--- src/hw/rtl/assert_macros.svh ---
// Assertion macros used by the RTL of the reorder core.
`ifndef ASSERT_MACROS_SVH
`define ASSERT_MACROS_SVH

// Same-cycle implication, disabled in reset.
`define ASSERT_IMP(label, clk, rstn, ante, cons) \
    label: assert property (@(posedge clk) disable iff (!(rstn)) (ante) |-> (cons)) \
        else $error("implication check failed");

// Next-cycle implication, disabled in reset.
`define ASSERT_NXT(label, clk, rstn, ante, cons) \
    label: assert property (@(posedge clk) disable iff (!(rstn)) (ante) |=> (cons)) \
        else $error("next-cycle check failed");

`endif

--- src/hw/rtl/ilr_pkg.sv ---
// Types and constants of the indexed list reorder core.
package ilr_pkg;

    localparam int ADDR_W = 10;
    localparam int LINK_DEPTH = 1 << ADDR_W;
    localparam int FUNC_W = 3;
    localparam int STATUS_W = 2;
    localparam int IN_DATA_W = 24;
    localparam int OUT_DATA_W = 24;
    localparam logic [ADDR_W-1:0] COUNT_RESET = 10'd1022;
    localparam int COUNT_CAP = 1022;

    localparam logic [FUNC_W-1:0] FN_INIT  = 3'd0;
    localparam logic [FUNC_W-1:0] FN_AFTER = 3'd1;
    localparam logic [FUNC_W-1:0] FN_FRONT = 3'd2;
    localparam logic [FUNC_W-1:0] FN_BACK  = 3'd3;
    localparam logic [FUNC_W-1:0] FN_QUERY = 3'd4;

    localparam logic [STATUS_W-1:0] ST_OK    = 2'd0;
    localparam logic [STATUS_W-1:0] ST_RANGE = 2'd1;
    localparam logic [STATUS_W-1:0] ST_SELF  = 2'd2;

    localparam int STEP_W = 4;
    localparam logic [STEP_W-1:0] S_CLEAR    = 4'd0;
    localparam logic [STEP_W-1:0] S_IDLE     = 4'd1;
    localparam logic [STEP_W-1:0] S_DISPATCH = 4'd2;
    localparam logic [STEP_W-1:0] S_Q0       = 4'd3;
    localparam logic [STEP_W-1:0] S_Q1       = 4'd4;
    localparam logic [STEP_W-1:0] S_M0       = 4'd5;
    localparam logic [STEP_W-1:0] S_M1       = 4'd6;
    localparam logic [STEP_W-1:0] S_M2       = 4'd7;
    localparam logic [STEP_W-1:0] S_M3       = 4'd8;
    localparam logic [STEP_W-1:0] S_M4       = 4'd9;
    localparam logic [STEP_W-1:0] S_M5       = 4'd10;
    localparam logic [STEP_W-1:0] S_M6       = 4'd11;
    localparam logic [STEP_W-1:0] S_M7       = 4'd12;
    localparam logic [STEP_W-1:0] S_INIT     = 4'd13;
    localparam logic [STEP_W-1:0] S_FINISH   = 4'd14;

    localparam logic [1:0] RD_NONE = 2'd0;
    localparam logic [1:0] RD_NODE = 2'd1;
    localparam logic [1:0] RD_INS  = 2'd2;
    localparam logic [1:0] RD_ANCH = 2'd3;

    localparam logic [2:0] LD_NONE = 3'd0;
    localparam logic [2:0] LD_OUTQ = 3'd1;
    localparam logic [2:0] LD_INS  = 3'd2;
    localparam logic [2:0] LD_T    = 3'd3;
    localparam logic [2:0] LD_OUTM = 3'd4;

    localparam logic [2:0] WR_NONE   = 3'd0;
    localparam logic [2:0] WR_CLEAR  = 3'd1;
    localparam logic [2:0] WR_INIT   = 3'd2;
    localparam logic [2:0] WR_UNLINK = 3'd3;
    localparam logic [2:0] WR_LINK1  = 3'd4;
    localparam logic [2:0] WR_LINK2  = 3'd5;

    localparam logic [2:0] J_NEXT     = 3'd0;
    localparam logic [2:0] J_GOTO     = 3'd1;
    localparam logic [2:0] J_ACCEPT   = 3'd2;
    localparam logic [2:0] J_DISPATCH = 3'd3;
    localparam logic [2:0] J_SWEEP    = 3'd4;
    localparam logic [2:0] J_NOT_BACK = 3'd5;
    localparam logic [2:0] J_EMIT     = 3'd6;

    localparam logic [1:0] D_FINISH = 2'd0;
    localparam logic [1:0] D_INIT   = 2'd1;
    localparam logic [1:0] D_QUERY  = 2'd2;
    localparam logic [1:0] D_MOVE   = 2'd3;

    typedef struct packed {
        logic [1:0]        rd_sel;
        logic [2:0]        ld_sel;
        logic [2:0]        wr_sel;
        logic [2:0]        jmp;
        logic [STEP_W-1:0] target;
    } ctrl_t;

    typedef struct packed {
        logic       accept;
        logic [1:0] disp;
        logic       sweep_done;
        logic       back;
        logic       out_free;
    } cond_t;

endpackage

--- src/hw/rtl/ilr_useq.sv ---
// Microcode sequencer of the indexed list reorder core: step counter and control store.
module ilr_useq (
    input  logic            aclk,
    input  logic            aresetn,
    input  ilr_pkg::cond_t  cond,
    output ilr_pkg::ctrl_t  ctrl
);
    import ilr_pkg::*;

    logic [STEP_W-1:0] step_reg;
    logic [STEP_W-1:0] step_next;

    function automatic ctrl_t ucode(input logic [STEP_W-1:0] step);
        ctrl_t w;
        w = '{RD_NONE, LD_NONE, WR_NONE, J_NEXT, S_IDLE};
        unique case (step)
            S_CLEAR:    w = '{RD_NONE, LD_NONE, WR_CLEAR,  J_SWEEP,    S_IDLE};
            S_IDLE:     w = '{RD_NONE, LD_NONE, WR_NONE,   J_ACCEPT,   S_IDLE};
            S_DISPATCH: w = '{RD_NONE, LD_NONE, WR_NONE,   J_DISPATCH, S_IDLE};
            S_Q0:       w = '{RD_NODE, LD_NONE, WR_NONE,   J_NEXT,     S_IDLE};
            S_Q1:       w = '{RD_NONE, LD_OUTQ, WR_NONE,   J_GOTO,     S_FINISH};
            S_M0:       w = '{RD_NODE, LD_NONE, WR_NONE,   J_NEXT,     S_IDLE};
            S_M1:       w = '{RD_NONE, LD_NONE, WR_UNLINK, J_NEXT,     S_IDLE};
            S_M2:       w = '{RD_INS,  LD_NONE, WR_NONE,   J_NEXT,     S_IDLE};
            S_M3:       w = '{RD_NONE, LD_INS,  WR_NONE,   J_NOT_BACK, S_M6};
            S_M4:       w = '{RD_ANCH, LD_NONE, WR_NONE,   J_NEXT,     S_IDLE};
            S_M5:       w = '{RD_NONE, LD_T,    WR_NONE,   J_NEXT,     S_IDLE};
            S_M6:       w = '{RD_NONE, LD_NONE, WR_LINK1,  J_NEXT,     S_IDLE};
            S_M7:       w = '{RD_NONE, LD_OUTM, WR_LINK2,  J_GOTO,     S_FINISH};
            S_INIT:     w = '{RD_NONE, LD_NONE, WR_INIT,   J_SWEEP,    S_FINISH};
            S_FINISH:   w = '{RD_NONE, LD_NONE, WR_NONE,   J_EMIT,     S_IDLE};
            default:    w = '{RD_NONE, LD_NONE, WR_NONE,   J_GOTO,     S_IDLE};
        endcase
        return w;
    endfunction

    assign ctrl = ucode(step_reg);

    always_comb begin
        step_next = step_reg + 1'b1;
        unique case (ctrl.jmp)
            J_NEXT:     step_next = step_reg + 1'b1;
            J_GOTO:     step_next = ctrl.target;
            J_ACCEPT:   step_next = cond.accept ? S_DISPATCH : step_reg;
            J_SWEEP:    step_next = cond.sweep_done ? (step_reg + 1'b1) : step_reg;
            J_NOT_BACK: step_next = cond.back ? (step_reg + 1'b1) : ctrl.target;
            J_EMIT:     step_next = cond.out_free ? ctrl.target : step_reg;
            J_DISPATCH: begin
                unique case (cond.disp)
                    D_FINISH: step_next = S_FINISH;
                    D_INIT:   step_next = S_INIT;
                    D_QUERY:  step_next = S_Q0;
                    D_MOVE:   step_next = S_M0;
                    default:  step_next = S_FINISH;
                endcase
            end
            default:    step_next = S_IDLE;
        endcase
    end

    always_ff @(posedge aclk) begin
        if (!aresetn) begin
            step_reg <= S_CLEAR;
        end else begin
            step_reg <= step_next;
        end
    end

endmodule

--- config.mk ---
export PLATFORM = sky130hd
export DESIGN_NAME = ilr_useq
export DESIGN_NICKNAME = d
export VERILOG_FILES = /design/src/hw/rtl/assert_macros.svh /design/src/hw/rtl/ilr_pkg.sv /design/src/hw/rtl/ilr_useq.sv
export SDC_FILE = /design/constraint.sdc
export NUM_CORES = 1
export LEC_CHECK = 0
export BUFFER_PORTS_ARGS = -buffer_cell sky130_fd_sc_hd__buf_4
export CAP_MARGIN = 20
export CORE_MARGIN = 2
export CORE_UTILIZATION = 43
export DETAILED_ROUTE_END_ITERATION = 6
export PLACE_DENSITY = 0.65
export SLEW_MARGIN = 25
export SYNTH_ARGS = -nofsm -noshare
export SYNTH_HDL_FRONTEND = slang
export SYNTH_SLANG_ARGS = --single-unit
--- constraint.sdc ---
create_clock -name aclk -period 3.3 [get_ports aclk]
set_clock_uncertainty 0.2 [all_clocks]
set_input_delay 0.165 -clock aclk [delete_from_list [all_inputs] [get_ports aclk]]
set_output_delay 0.165 -clock aclk [all_outputs]
set_load 0.01 [all_outputs]
### Word-level counts from Yosys, hierarchy flattened

Memories as Yosys holds them, arrays and structs flattened. A register that Yosys moved wholly into a read port is not among the register bits.
Cells that the tools add are included.

| operators by class | value |
|---|---|
| reduce and logical (&&, ||, !) cells | 3 |
| equality and inequality tests | 12 |
| $add $sub $neg | 1 |
| mux-type cells | 8 |

Operator list:

| kind | number |
|---|---|
| 4-bit case mux with 7 select lines | 1 |
| 4-bit 2-to-1 mux | 6 |
| 4-bit case mux with 4 select lines | 1 |
| 3-bit == test (second input constant) | 3 |
| 3-bit by 2-bit == test with 1-bit output (second input constant) | 2 |
| 2-bit != test (second input constant) | 3 |
| 4-bit by 1-bit adder with 4-bit output (second input constant) | 1 |
| 2-bit == test (second input constant) | 2 |
| 3-bit by 1-bit == test with 1-bit output (second input constant) | 1 |
| 3-bit zero test | 1 |
| 3-bit AND reduction | 1 |
| 2-bit by 1-bit == test with 1-bit output (second input constant) | 1 |
| 2-bit zero test | 1 |

| word-level totals | value |
|---|---|
| memories | 1 |
| output and inout bits | 15 |
| flip-flop bits (word level) | 4 |
| bits in read-only memories | 240 |
| bits of input ports | 8 |
| word-level logic and storage cells | 26 |

Memory list:

| memory | words | width | read ports | clocked after Yosys merged registers in | write ports | RTL line | RTL |
|---|---|---|---|---|---|---|---|
| (no name shown) | 16 | 15 | 1 | 1 | 0 | ilr_useq.sv:16 | `unique case (step)` |

### Depth between registers and ports, before layout

Gate-level depths: netlist (run 1).

| logic depth | value |
|---|---|
| depth in word-level cells | 5 |
| gate-level depth with buffers | 12 |
| gate-level depth less buffers | 11 |

### Worst setup path before layout (run 1)

Ideal clock, no wire load.

| path | value |
|---|---|
| kind | register to register |
| from | register ctrl[5] (netlist name) |
| to | register ctrl[4] (netlist name) |
| path buffers | 0 |
| setup time | 0.135 ns |
| period minus slack after synthesis | 2.736 ns |
| arrival | 2.402 ns |
| setup slack | 0.564 ns |
| stages on the path, launching flop included | 10 |
| data required time | 2.965 ns |
| path through | dfxtp_1 > or4b_4 > nand2_1 > a211oi_1 > a21oi_1 > nand2_1 > ha_1 > or4_1 > o221ai_1 > a31oi_1 |

| on the way | value |
|---|---|
| word-level cells in the longest chain between the ends | 5 |
| elaborated cells on any way between the ends | 14 |
| those cells by class | 9 x eq/ne; 3 x mux; 2 x reduce/logical |

RTL lines:

| item | RTL line | RTL |
|---|---|---|
| 3-bit by 2-bit == test with 1-bit output / 3-bit == test (equally long branches) | ilr_useq.sv:41 | `unique case (ctrl.jmp)` |
| 2-bit != test (no line) | - |  |
| 3-bit AND reduction (no line) | - |  |
| 4-bit 2-to-1 mux (no line) * (2 in a row) | - |  |

Mark *: on every way between the ends. The rest lies on a longest branch, timed or not.
A chain may end at the register's enable or synchronous reset.

### Final worst setup path (run 1)

| path | value |
|---|---|
| from | register ctrl[4] (netlist name) |
| to | register ctrl[4] (netlist name) |

| on the way | value |
|---|---|
| word-level cells in the longest chain between the ends | 5 |
| elaborated cells on any way between the ends | 14 |
| those cells by class | 9 x eq/ne; 3 x mux; 2 x reduce/logical |

RTL lines:

| item | RTL line |
|---|---|
| 3-bit by 2-bit == test with 1-bit output / 3-bit == test (equally long branches) | ilr_useq.sv:41 |
| 2-bit != test (no line) | - |
| 3-bit AND reduction (no line) | - |
| 4-bit 2-to-1 mux (no line) * (2 in a row) | - |

Marked as above.

==> metrics.md, run 1 <==
| Metric | Value |
|---|---|
| Drt wl/cell | 14.43 um |
| 1st-iter DRT viols | 24 |
| Worst-path cell chain | nand2b_1 -> o32a_1 -> nand2_1 -> a211oi_1 -> a21oi_2 -> nand2_1 -> ha_1 -> or4_1 -> o221ai_1 -> a31oi_1 |
| Endpoints failing setup | 0 |
| Synthesized net count | 143 |
| Startpoint Class | flop |
| Clock Power Share | 0.119 |
| RR Endpoint | ctrl[4]$_DFF_P_ |
| Die H | 56.61 um |
| DR vias | 1,010 |
| Postcts setup bufs | 0 |
| Final GP Congestion | 0.8547 |
| FF+latch area | 362.8 sq um |
| Worst r2r src | ctrl[4]$_DFF_P_ |
| Max frequency | 332.5 MHz |
| Worst R2R Setup Slack | 0.29 ns |
| Max stage delay on crit path | 0.54 ns |
| Gr usage total | 0.1778 |
| Worst rel slew slack | 0.6920 |
| FFs w/ async S/R, synth | 0 |
| Worst setup EP type | flop |
| Final Hold Viols | 0 |
| H-tree levels | 1 |
| Crit path max-delay family | simple AND/OR/NAND/NOR gates |
| Final nets | 166 |
| Final cell count without fillers | 181 |
| Outcome | completed |
| Antenna diodes | 0 |
| Die area | 0.003204 sq mm |
| CP dominant cell by count | nand2_1 |
| Worst Hold Path EP | ctrl[11]$_SDFF_PP0_ |
| Vias in the first global route | 958 |
| Final setup margin | 0.2924 ns |
| Max FFs per register | 14 |
| Routed vias/inst | 5.580 |
| Worst vdd ir | 0.5461 mV |
| CP Max Fanout | 14 |
| IO Pins | 23 |
| Power density over cell area | 812.5 mW/mm^2 |
| Clock tree from TritonCTS | built |
| Root Buffer | clkbuf_4 |
| Worst hold slack | 0.3292 ns |
| Syn Area/Cell | 9.296 sq um |
| Top-count cell post-synth | dfxtp_1 |
| ANT nets after route | 0 |
| FILL cells | 258 |
| Hold depth | 6 |
| Core ar. | 0.002686 sq mm |
| CP required | 3.29 ns |
| Top post-synthesis cells by count | 18 x dfxtp_1, 12 x nand2_1, 7 x ha_1, 7 x inv_1, 6 x and2_1 |
| Core Util, Final | 0.5249 |
| Cells on worst reg2reg path | 10 |
| Hold_sp | cond[3] |
| CTS clk-pin slew, worst paths | 0.10 ns |
| Setup WS pre-CTS | 0.1692 ns |
| Final period util | 0.9114 |
| Post-synth top area share | 0.3028 |
| Switching Fraction | 0.4475 |
| I/O Buffers | 22 |
| Sequential cell area fraction in the yosys report | 0.3028 |
| Initial antenna violation count | 0 |
| Total congestion overflow | 0 |
| Wirelength, routed | 2.611 mm |
| Main synth FF type | dfxtp_1 |
| Site Rows | 19 |
| Max Cap Viol | 0 |
| Synth Instances | 128 |
| Net switching power figure | 0.0005127 W |
| Final Max Tran Viols | 0 |
| Cell internal pwr | 0.0006329 W |
| Setup repair after global routing missed its margin | false |
| CP Buf/Inv Count | 0 |
| Synthesis-to-layout area growth | 18.51% |
| Least-Margin Pin Slew | 0.4589 ns |
| Post-synth EDFFs | 0 |
| Min-delay worst type | input pin to flop |
| Die X | 56.61 um |
| DR pass1 iterations | 4 |
| Starting Density | 0.4429 |
| Logic pwr share | 0.573 |
| Leading cell types by total area after synthesis | dfxtp_1 30%, ha_1 7.4%, nand2_1 3.8% |
| Setup total negative slack | 0 ns |
| Yosys cell types | 55 |
| Synthesized area | 0.001190 sq mm |
| Crit Path Class | flop to flop |
| DRC Markers | 0 |
| Seq pwr share | 0.307 |
| Max Buffers Root-to-Sink | 2 |
| Largest net degree at the start of global routing | 17 |
| Multi-input gate area | 759.5 sq um |
| Yosys top cell by area | dfxtp_1 |
| Clock sink count | 18 |
| Share of cells above drive strength 1 | 0.3000 |
| Worst skew pair latency | 0.30 ns |
| Synthesis Warnings | 0 |
| First-pass GRT wire length | 4.526 mm |
| Final Critical Period | 3.008 ns |
| Crit-path slowest cell | or4_1 |
| DP Wirelength | 2.011 mm |
| CTS Buf Count | 3 |
| Placed Instances | 176 |
| Yosys reg bits | 18 |
| Arr. time, crit path | 3.00 ns |
| Cell leakage power | 0.5979 nW |
==> placed cells by master, fill, tap and decap left out, types with 3 or more instances in the layout <==
master    instances
buf_4            23
dfxtp_1          16
nand2_1          12
inv_1             7
ha_1              7
and2_1            6
nor2_1            4
a211oi_1          4
mux2i_1           4
nor2b_1           3
o21ai_1           3
o21ai_0           3
nor3_1            3
clkbuf_4          3
==> cell families (layout without fill, tap and decap cells) <==
kind of cell / count (synthesis) / count (layout) / share of synthesized area
buf+inv: 14 / 36 / 0.06204
mux: 6 / 6 / 0.05573
flops: 18 / 18 / 0.3028
fa+ha+maj: 7 / 7 / 0.07360
compound gates: 37 / 37 / 0.2534
xor+xnor: 2 / 2 / 0.01472
simple gates: 44 / 44 / 0.2376
==> power by group through the flow <==
stage	logic [W]	registers (W)	clock network [W]
after floorplan	0.000493	0.000320	0
after global placement	0.000637	0.000345	0
after detailed placement	0.000643	0.000352	0
after CTS	0.000648	0.000347	0.000140
after global routing	0.000732	0.000364	0.000150
final	0.000657	0.000352	0.000137
==> stage by stage <==
step	area [sq um]	total power, W
after global routing	1410	0.001246
final	1410	0.001146
after global placement	1358	0.0009814
after detailed placement	1358	0.0009953
after CTS	1404	0.001135
after floorplan	1190	0.0008128
==> final cells by class <==
cell class | count | area share
well taps | 31 | 0.02751
repair buffers | 24 | 0.1295
clock buffers | 4 | 0.02573
multi-input cells | 96 | 0.5386
flip-flops and latches | 18 | 0.2573
inverters | 8 | 0.02130
==> worst max path at each step <==
stage / start / end / slack [ns] / cells past startpoint
global placement: ctrl[5]$_DFF_P_ / ctrl[4]$_DFF_P_ / 0.32 / 10
detailed placement: ctrl[5]$_DFF_P_ / ctrl[4]$_DFF_P_ / 0.17 / 10
floorplan: ctrl[5]$_DFF_P_ / ctrl[4]$_DFF_P_ / 0.56 / 9
CTS: ctrl[5]$_DFF_P_ / ctrl[4]$_DFF_P_ / 0.15 / 10
global route: ctrl[4]$_DFF_P_ / ctrl[4]$_DFF_P_ / 0.1 / 10
finish: ctrl[4]$_DFF_P_ / ctrl[4]$_DFF_P_ / 0.29 / 10
==> per-layer routing <==
metal  part of all wire  track usage  routed length [um]  vias to the layer above
met4             0.0077      0.05102                  20                        0
li1                   -            -                   -                      521
met3              0.034      0.04147                  90                        4
met1               0.48       0.2354                1244                      470
met5                  0            0                   0                        -
met2               0.48       0.2874                1256                       15
==> tightest hold or removal path, stage by stage <==
cell,delay (ns)
buf_4,0.09
nor2_1,0.04
o32ai_1,0.14
a211oi_1,0.08
a21oi_2,0.18
nor3_1,0.08
==> timing repair <==
action	in CTS	in global routing
resized for setup	0	3
setup endpoints to repair	0	1
endpoints found under the hold margin	3	0
hold buffers	1	0
No activity file was read; power rests on OpenSTA's default activity.
==> run 2: changes to the inputs <==
PLACE_DENSITY = unset   (was 0.65)
PLACE_DENSITY_LB_ADDON = 0.25   (was unset)
clock period = 2.7 ns   (was 3.3 ns; I/O delays follow)
==> run 2 against run 1 <==
Compared with the run above: utilization up 6.1 points; setup slack worse by 0.26 ns; combinational power up 67%; count of clock-buffer cells in the layout unchanged; worst hold slack worse by 0.0087 ns; sequential share of layout area down 2.4 points; via count up 11%; first-iteration DRC count up 75%; cell area up 12%; clock power up 20%; total power up 45%; register-to-register slack worse by 0.26 ns; largest cell class unchanged.
==> metrics.md, run 2 (synthesis results as in run 1) <==
| Metric | Value |
|---|---|
| Outcome | completed |
| CTS clk-pin slew, worst paths | 0.10 ns (about the same) |
| Max Cap Viol | 0 (unchanged) |
| CP dominant cell by count | inv_1 |
| Final cell count without fillers | 196 (+8.3%) |
| Cell leakage power | 0.6767 nW (+13%) |
| Root Buffer | clkbuf_4 |
| Largest net degree at the start of global routing | 17 (unchanged) |
| Worst setup EP type | flop |
| Gr usage total | 0.1897 (+0.01189) |
| Worst vdd ir | 0.6227 mV (+14%) |
| Clock tree from TritonCTS | built |
| Worst rel slew slack | 0.6529 (-0.03907) |
| Crit Path Class | flop to flop |
| Starting Density | 0.4429 (unchanged) |
| Commonest non-fill, non-tap cell in the layout | buf_4 |
| Least-Margin Pin Slew | 0.5171 ns (+0.05821 ns) |
| Wirelength, routed | 3.049 mm (+17%) |
| Power density over cell area | 1056 mW/mm^2 (+30%) |
| H-tree levels | 1 (unchanged) |
| Arr. time, crit path | 2.65 ns (-0.35 ns) |
| Final Critical Period | 2.664 ns (-0.3439 ns) |
| Synthesis-to-layout area growth | 32.28% |
| DP Wirelength | 2.232 mm (+11%) |
| Met2 WL post-DR | 1.463 mm (+16%) |
| Core ar. | 0.002686 sq mm (unchanged) |
| Hold depth | 7 (+1) |
| Metal-1 WL | 1.380 mm (+11%) |
| Routed vias/inst | 5.745 (+3.0%) |
| Core Util, Final | 0.5859 (+0.06102) |
| Final nets | 181 (+9.0%) |
| Vias in the first global route | 1,045 (+9.1%) |
| Clock sink count | 18 (unchanged) |
| Final Max Tran Viols | 0 (unchanged) |
| WL met3 | 143 um (+59%) |
| Min-delay worst type | input pin to flop |
| Most frequent cells in the layout | 37 x buf_4, 15 x dfxtp_1, 11 x nand2_1, 7 x inv_1, 6 x and2_1 |
| Die H | 56.61 um (unchanged) |
| Uppermost layer routed | met4 |
| Crit-path slowest cell | dfxtp_2 |
| Die X | 56.61 um (unchanged) |
| Max stage delay on crit path | 0.42 ns (-0.12 ns) |
| Die area | 0.003204 sq mm (unchanged) |
| Share of cells above drive strength 1 | 0.4182 (+0.1182) |
| Worst-path cell chain | buf_4 -> inv_1 -> a211oi_1 -> a221oi_1 -> o21ai_1 -> and2_1 -> inv_1 -> ha_1 -> inv_1 -> a31o_2 -> o221ai_2 -> a31oi_1 |
| Final GP Congestion | 0.9423 (+10%) |
| CP required | 2.68 ns (-0.61 ns) |
| I/O Buffers | 22 (unchanged) |
| Max Buffers Root-to-Sink | 2 (unchanged) |
| DRC Markers | 0 (unchanged) |
| Cells on worst reg2reg path | 12 (+2) |
| Max frequency | 375.4 MHz (+13%) |
| 1st-iter DRT viols | 42 (+75%) |
| Endpoints failing setup | 0 (unchanged) |
| Worst skew pair latency | 0.29 ns (about the same) |
| First-pass GRT wire length | 4.836 mm (+6.8%) |
| IO Pins | 23 (unchanged) |
| Drt wl/cell | 15.56 um (+7.8%) |
| CTS Buf Count | 3 (unchanged) |
| Final Hold Viols | 0 (unchanged) |
| Total congestion overflow | 0 (unchanged) |
| Max FFs per register | 14 (unchanged) |
| Antenna diodes | 0 (unchanged) |
| DR vias | 1,126 (+11%) |
| Placed Instances | 188 (+6.8%) |
| Final period util | 0.9865 (+0.07514) |
| ANT nets after route | 0 (unchanged) |
| Startpoint Class | flop |
| DR pass1 iterations | 4 (unchanged) |
| Initial antenna violation count | 0 (unchanged) |
| Site Rows | 19 (unchanged) |
| CP Max Fanout | 10 (-4) |
run 2: timing repair:
action                                 in CTS  in global routing
setup endpoints to repair                   1                  2
buffers inserted                            0                  3
hold buffers                                1                  0
pin swaps                                   0                  9
endpoints found under the hold margin       7                  0
resized for setup                           1                 14
run 2: final timing paths:
check	start	end	slack [ns]
setup / recovery	ctrl[5]$_DFF_P_	ctrl[4]$_DFF_P_	0.04
hold / removal	cond[4]	ctrl[11]$_SDFF_PP0_	0.32
hold reg to reg	step_reg[3]$_SDFFE_PN0N_	ctrl[6]$_DFF_P_	0.62
setup reg to reg	ctrl[5]$_DFF_P_	ctrl[4]$_DFF_P_	0.04
run 2: cell type report:
type | instances | area [sq um]
clock buffer | 4 | 36.28
fill | 233 | 1112
inverter | 8 | 30.03
multi-input combinational | 96 | 803.3
sequential | 18 | 366.6
tap | 31 | 38.79
timing repair buffer | 39 | 299.0
run 2: critical path: cells and delay by family (launching register included):
family,cells,cell delay (ns)
flops,1,0.42
buf+inv,4,0.42
fa+ha+maj,1,0.30
compound gates,6,1.00
simple gates,1,0.20
run 2: routing by layer:
metal | vias to the layer above | track usage
met2 | 37 | 0.3239
met3 | 6 | 0.02535
met1 | 535 | 0.2507
met4 | 0 | 0.04762
li1 | 548 | -
met5 | - | 0
run 2: per-stage QoR:
stage / setup TNS [ns] / cell area, sq um / setup WS [ns] / power, W / hold slack [ns]
after floorplan: 0 / 1195 / 0.008311 / 0.001001 / 0.09721
after global routing: -0.1357 / 1574 / -0.07852 / 0.001767 / 0.3749
after detailed placement: 0 / 1450 / 0.009799 / 0.001363 / 0.2700
after CTS: 0 / 1498 / 0.008215 / 0.001538 / 0.3375
after global placement: 0 / 1450 / 0.03823 / 0.001342 / 0.2607
final: 0 / 1574 / 0.03634 / 0.001662 / 0.3204
run 2: power breakdown:
group / switching (W) / internal, W / leakage (nW)
Combinational: 0.000559 / 0.000540 / 0.508
Clock: 0.0000827 / 0.0000823 / 0.0210
Sequential: 0.0000641 / 0.000333 / 0.147
Total: 0.000706 / 0.000956 / 0.677
==> run 3: changes to the inputs <==
HOLD_SLACK_MARGIN = 0.02   (was unset)
SETUP_SLACK_MARGIN = 0.3   (was unset)
==> run 3 against run 2 <==
Compared with the run above: final cell count grew 7.1%; fmax grew 4.9%; sequential share of layout area shrank 2.8 points; non-clock buffer count grew 14; critical path type unchanged; highest routed layer unchanged.
==> metrics.md, run 3 (synthesis results as in run 1) <==
| Metric | Value |
|---|---|
| Clock tree from TritonCTS | built |
| Gr usage total | 0.2164 (+0.02672) |
| DP Wirelength | 2.141 mm (-4.1%) |
| Crit-path slowest cell | or4b_4 |
| DR vias | 1,180 (+4.8%) |
| Power density over cell area | 1180 mW/mm^2 (+12%) |
| CTS Buf Count | 3 (unchanged) |
| H-tree levels | 1 (unchanged) |
| Largest net degree at the start of global routing | 17 (unchanged) |
| Startpoint Class | flop |
| Starting Density | 0.4429 (unchanged) |
| Die area | 0.003204 sq mm (unchanged) |
| Site Rows | 19 (unchanged) |
| Die X | 56.61 um (unchanged) |
| Synthesis-to-layout area growth | 52.47% |
| Die H | 56.61 um (unchanged) |
| Final Max Tran Viols | 0 (unchanged) |
| Final Hold Viols | 0 (unchanged) |
| IO Pins | 23 (unchanged) |
| Min-delay worst type | input pin to flop |
| 1st-iter DRT viols | 27 (-36%) |
| Final period util | 0.9406 (-0.04590) |
| CP Max Fanout | 7 (-3) |
| Setup repair after global routing missed its margin | true |
| Clock sink count | 18 (unchanged) |
| Arr. time, crit path | 2.53 ns (-0.12 ns) |
| Worst-path cell chain | or4b_4 -> nand2_4 -> buf_4 -> o21ai_4 -> and2_4 -> ha_4 -> or4_4 -> o221ai_2 -> a31oi_1 |
| First-pass GRT wire length | 5.423 mm (+12%) |
| Worst rel slew slack | 0.6869 (+0.03399) |
| Final Critical Period | 2.540 ns (-0.1239 ns) |
| Antenna diodes | 0 (unchanged) |
| Final nets | 195 (+7.7%) |
| Cell leakage power | 0.7751 nW (+15%) |
| DR pass1 iterations | 5 (+1) |
| Setup crit start | ctrl[4]$_DFF_P_ |
| Hold_sp | cond[4] |
| Max frequency | 393.7 MHz (+4.9%) |
| Max stage delay on crit path | 0.56 ns (+0.14 ns) |
| Total congestion overflow | 0 (unchanged) |
| I/O Buffers | 22 (unchanged) |
| CP required | 2.69 ns (about the same) |
| Most frequent cells in the layout | 47 x buf_4, 15 x dfxtp_1, 8 x nand2_1 |
| Drt wl/cell | 16.72 um (+7.5%) |
| Initial antenna violation count | 0 (unchanged) |
| CP Buf/Inv Count | 1 (-3) |
| Crit path max-delay family | simple AND/OR/NAND/NOR gates |
| Worst r2r src | ctrl[4]$_DFF_P_ |
| Share of cells above drive strength 1 | 0.5475 (+0.1293) |
| DRC Markers | 0 (unchanged) |
| Worst hold slack | 0.4427 ns (+0.1223 ns) |
| Max Cap Viol | 0 (unchanged) |
| Commonest non-fill, non-tap cell in the layout | buf_4 |
| Max Buffers Root-to-Sink | 2 (unchanged) |
| Core ar. | 0.002686 sq mm (unchanged) |
| Final GP Congestion | 0.8632 (-8.4%) |
| Setup total negative slack | 0 ns (unchanged) |
| Wirelength, routed | 3.512 mm (+15%) |
| CTS clk-pin slew, worst paths | 0.11 ns (about the same) |
| Root Buffer | clkbuf_4 |
| Outcome | completed |
| ANT nets after route | 0 (unchanged) |
| Worst skew pair latency | 0.30 ns (about the same) |
| Endpoints failing setup | 0 (unchanged) |
| Max FFs per register | 14 (unchanged) |
| Least-Margin Pin Slew | 0.4684 ns (-0.04870 ns) |
| Worst vdd ir | 0.7110 mV (+14%) |
| Routed vias/inst | 5.619 (-2.2%) |
| Worst setup EP type | flop |
| Vias in the first global route | 1,166 (+12%) |
| Crit Path Class | flop to flop |
run 3: changes by cell type in the layout (fill, tap and decap cells not counted), moves of 3 or more:
cell	previous run	this run
buf_4	37	47
nand2_2	0	3
inv_1	7	4
ha_4	0	3
buf_6	1	4
nand2_1	11	8
run 3: cell type report:
cell class / count / area [sq um]
Clock buffer: 4 / 36.28
Inverter: 8 / 32.53
Tap cell: 31 / 38.79
Sequential cell: 18 / 371.6
Fill cell: 210 / 872.1
Timing Repair Buffer: 53 / 417.9
Multi-Input combinational cell: 96 / 917.1
run 3: report_power, final:
part / switching, W / total, W / internal [W] / leakage, nW
clock network: 0.0000872 / 0.000170 / 0.0000823 / 0.0210
logic: 0.000743 / 0.00156 / 0.000813 / 0.606
registers: 0.0000773 / 0.000417 / 0.000339 / 0.148
run 3: layer usage:
metal | up-vias | track usage | wire [um]
met3 | 11 | 0.02765 | 135
met4 | 0 | 0.09524 | 87
met2 | 38 | 0.3920 | 1853
li1 | 577 | - | -
met1 | 554 | 0.2504 | 1435
met5 | - | 0 | 0
run 3: stage by stage:
| step | power, W | std cells | utilization | area (sq um) | worst slack, ns |
|---|---|---|---|---|---|
| final | 0.002141 | 210 | 0.6754 | 1814 | 0.1603 |
| after global routing | 0.002264 | 210 | 0.6754 | 1814 | 0.07181 |
| after CTS | 0.001897 | 203 | 0.6293 | 1690 | 0.2071 |
| after detailed placement | 0.001385 | 183 | 0.5422 | 1456 | 0.01152 |
| after global placement | 0.001367 | 183 | 0.5422 | 1456 | 0.09093 |
| after floorplan | 0.001091 | 128 | - | 1245 | 0.1772 |
run 3: final timing paths:
kind                          to  slack (ns)  cells after the start
min          ctrl[11]$_SDFF_PP0_        0.44                      8
min reg2reg      ctrl[0]$_DFF_P_        0.67                      5
max              ctrl[4]$_DFF_P_        0.16                      9
max reg2reg      ctrl[4]$_DFF_P_        0.16                      9
run 3: worst register-to-register path, delay by kind of cell, from the launching register on:
| family | cells | cell delay (ns) |
|---|---|---|
| flip-flops | 1 | 0.38 |
| AO/OA/AOI/OAI | 3 | 0.30 |
| adder cells (fa/ha/maj) | 1 | 0.16 |
| buffers and inverters | 1 | 0.13 |
| AND/OR/NAND/NOR | 4 | 1.26 |
run 3: what timing repair did:
item / CTS / global route
pin swaps: 12 / 3
hold buffers: 1 / 1
setup endpoints to repair: 9 / 12
setup buffers: 15 / 6
resized for setup: 17 / 16
hold endpoints to repair: 6 / 5
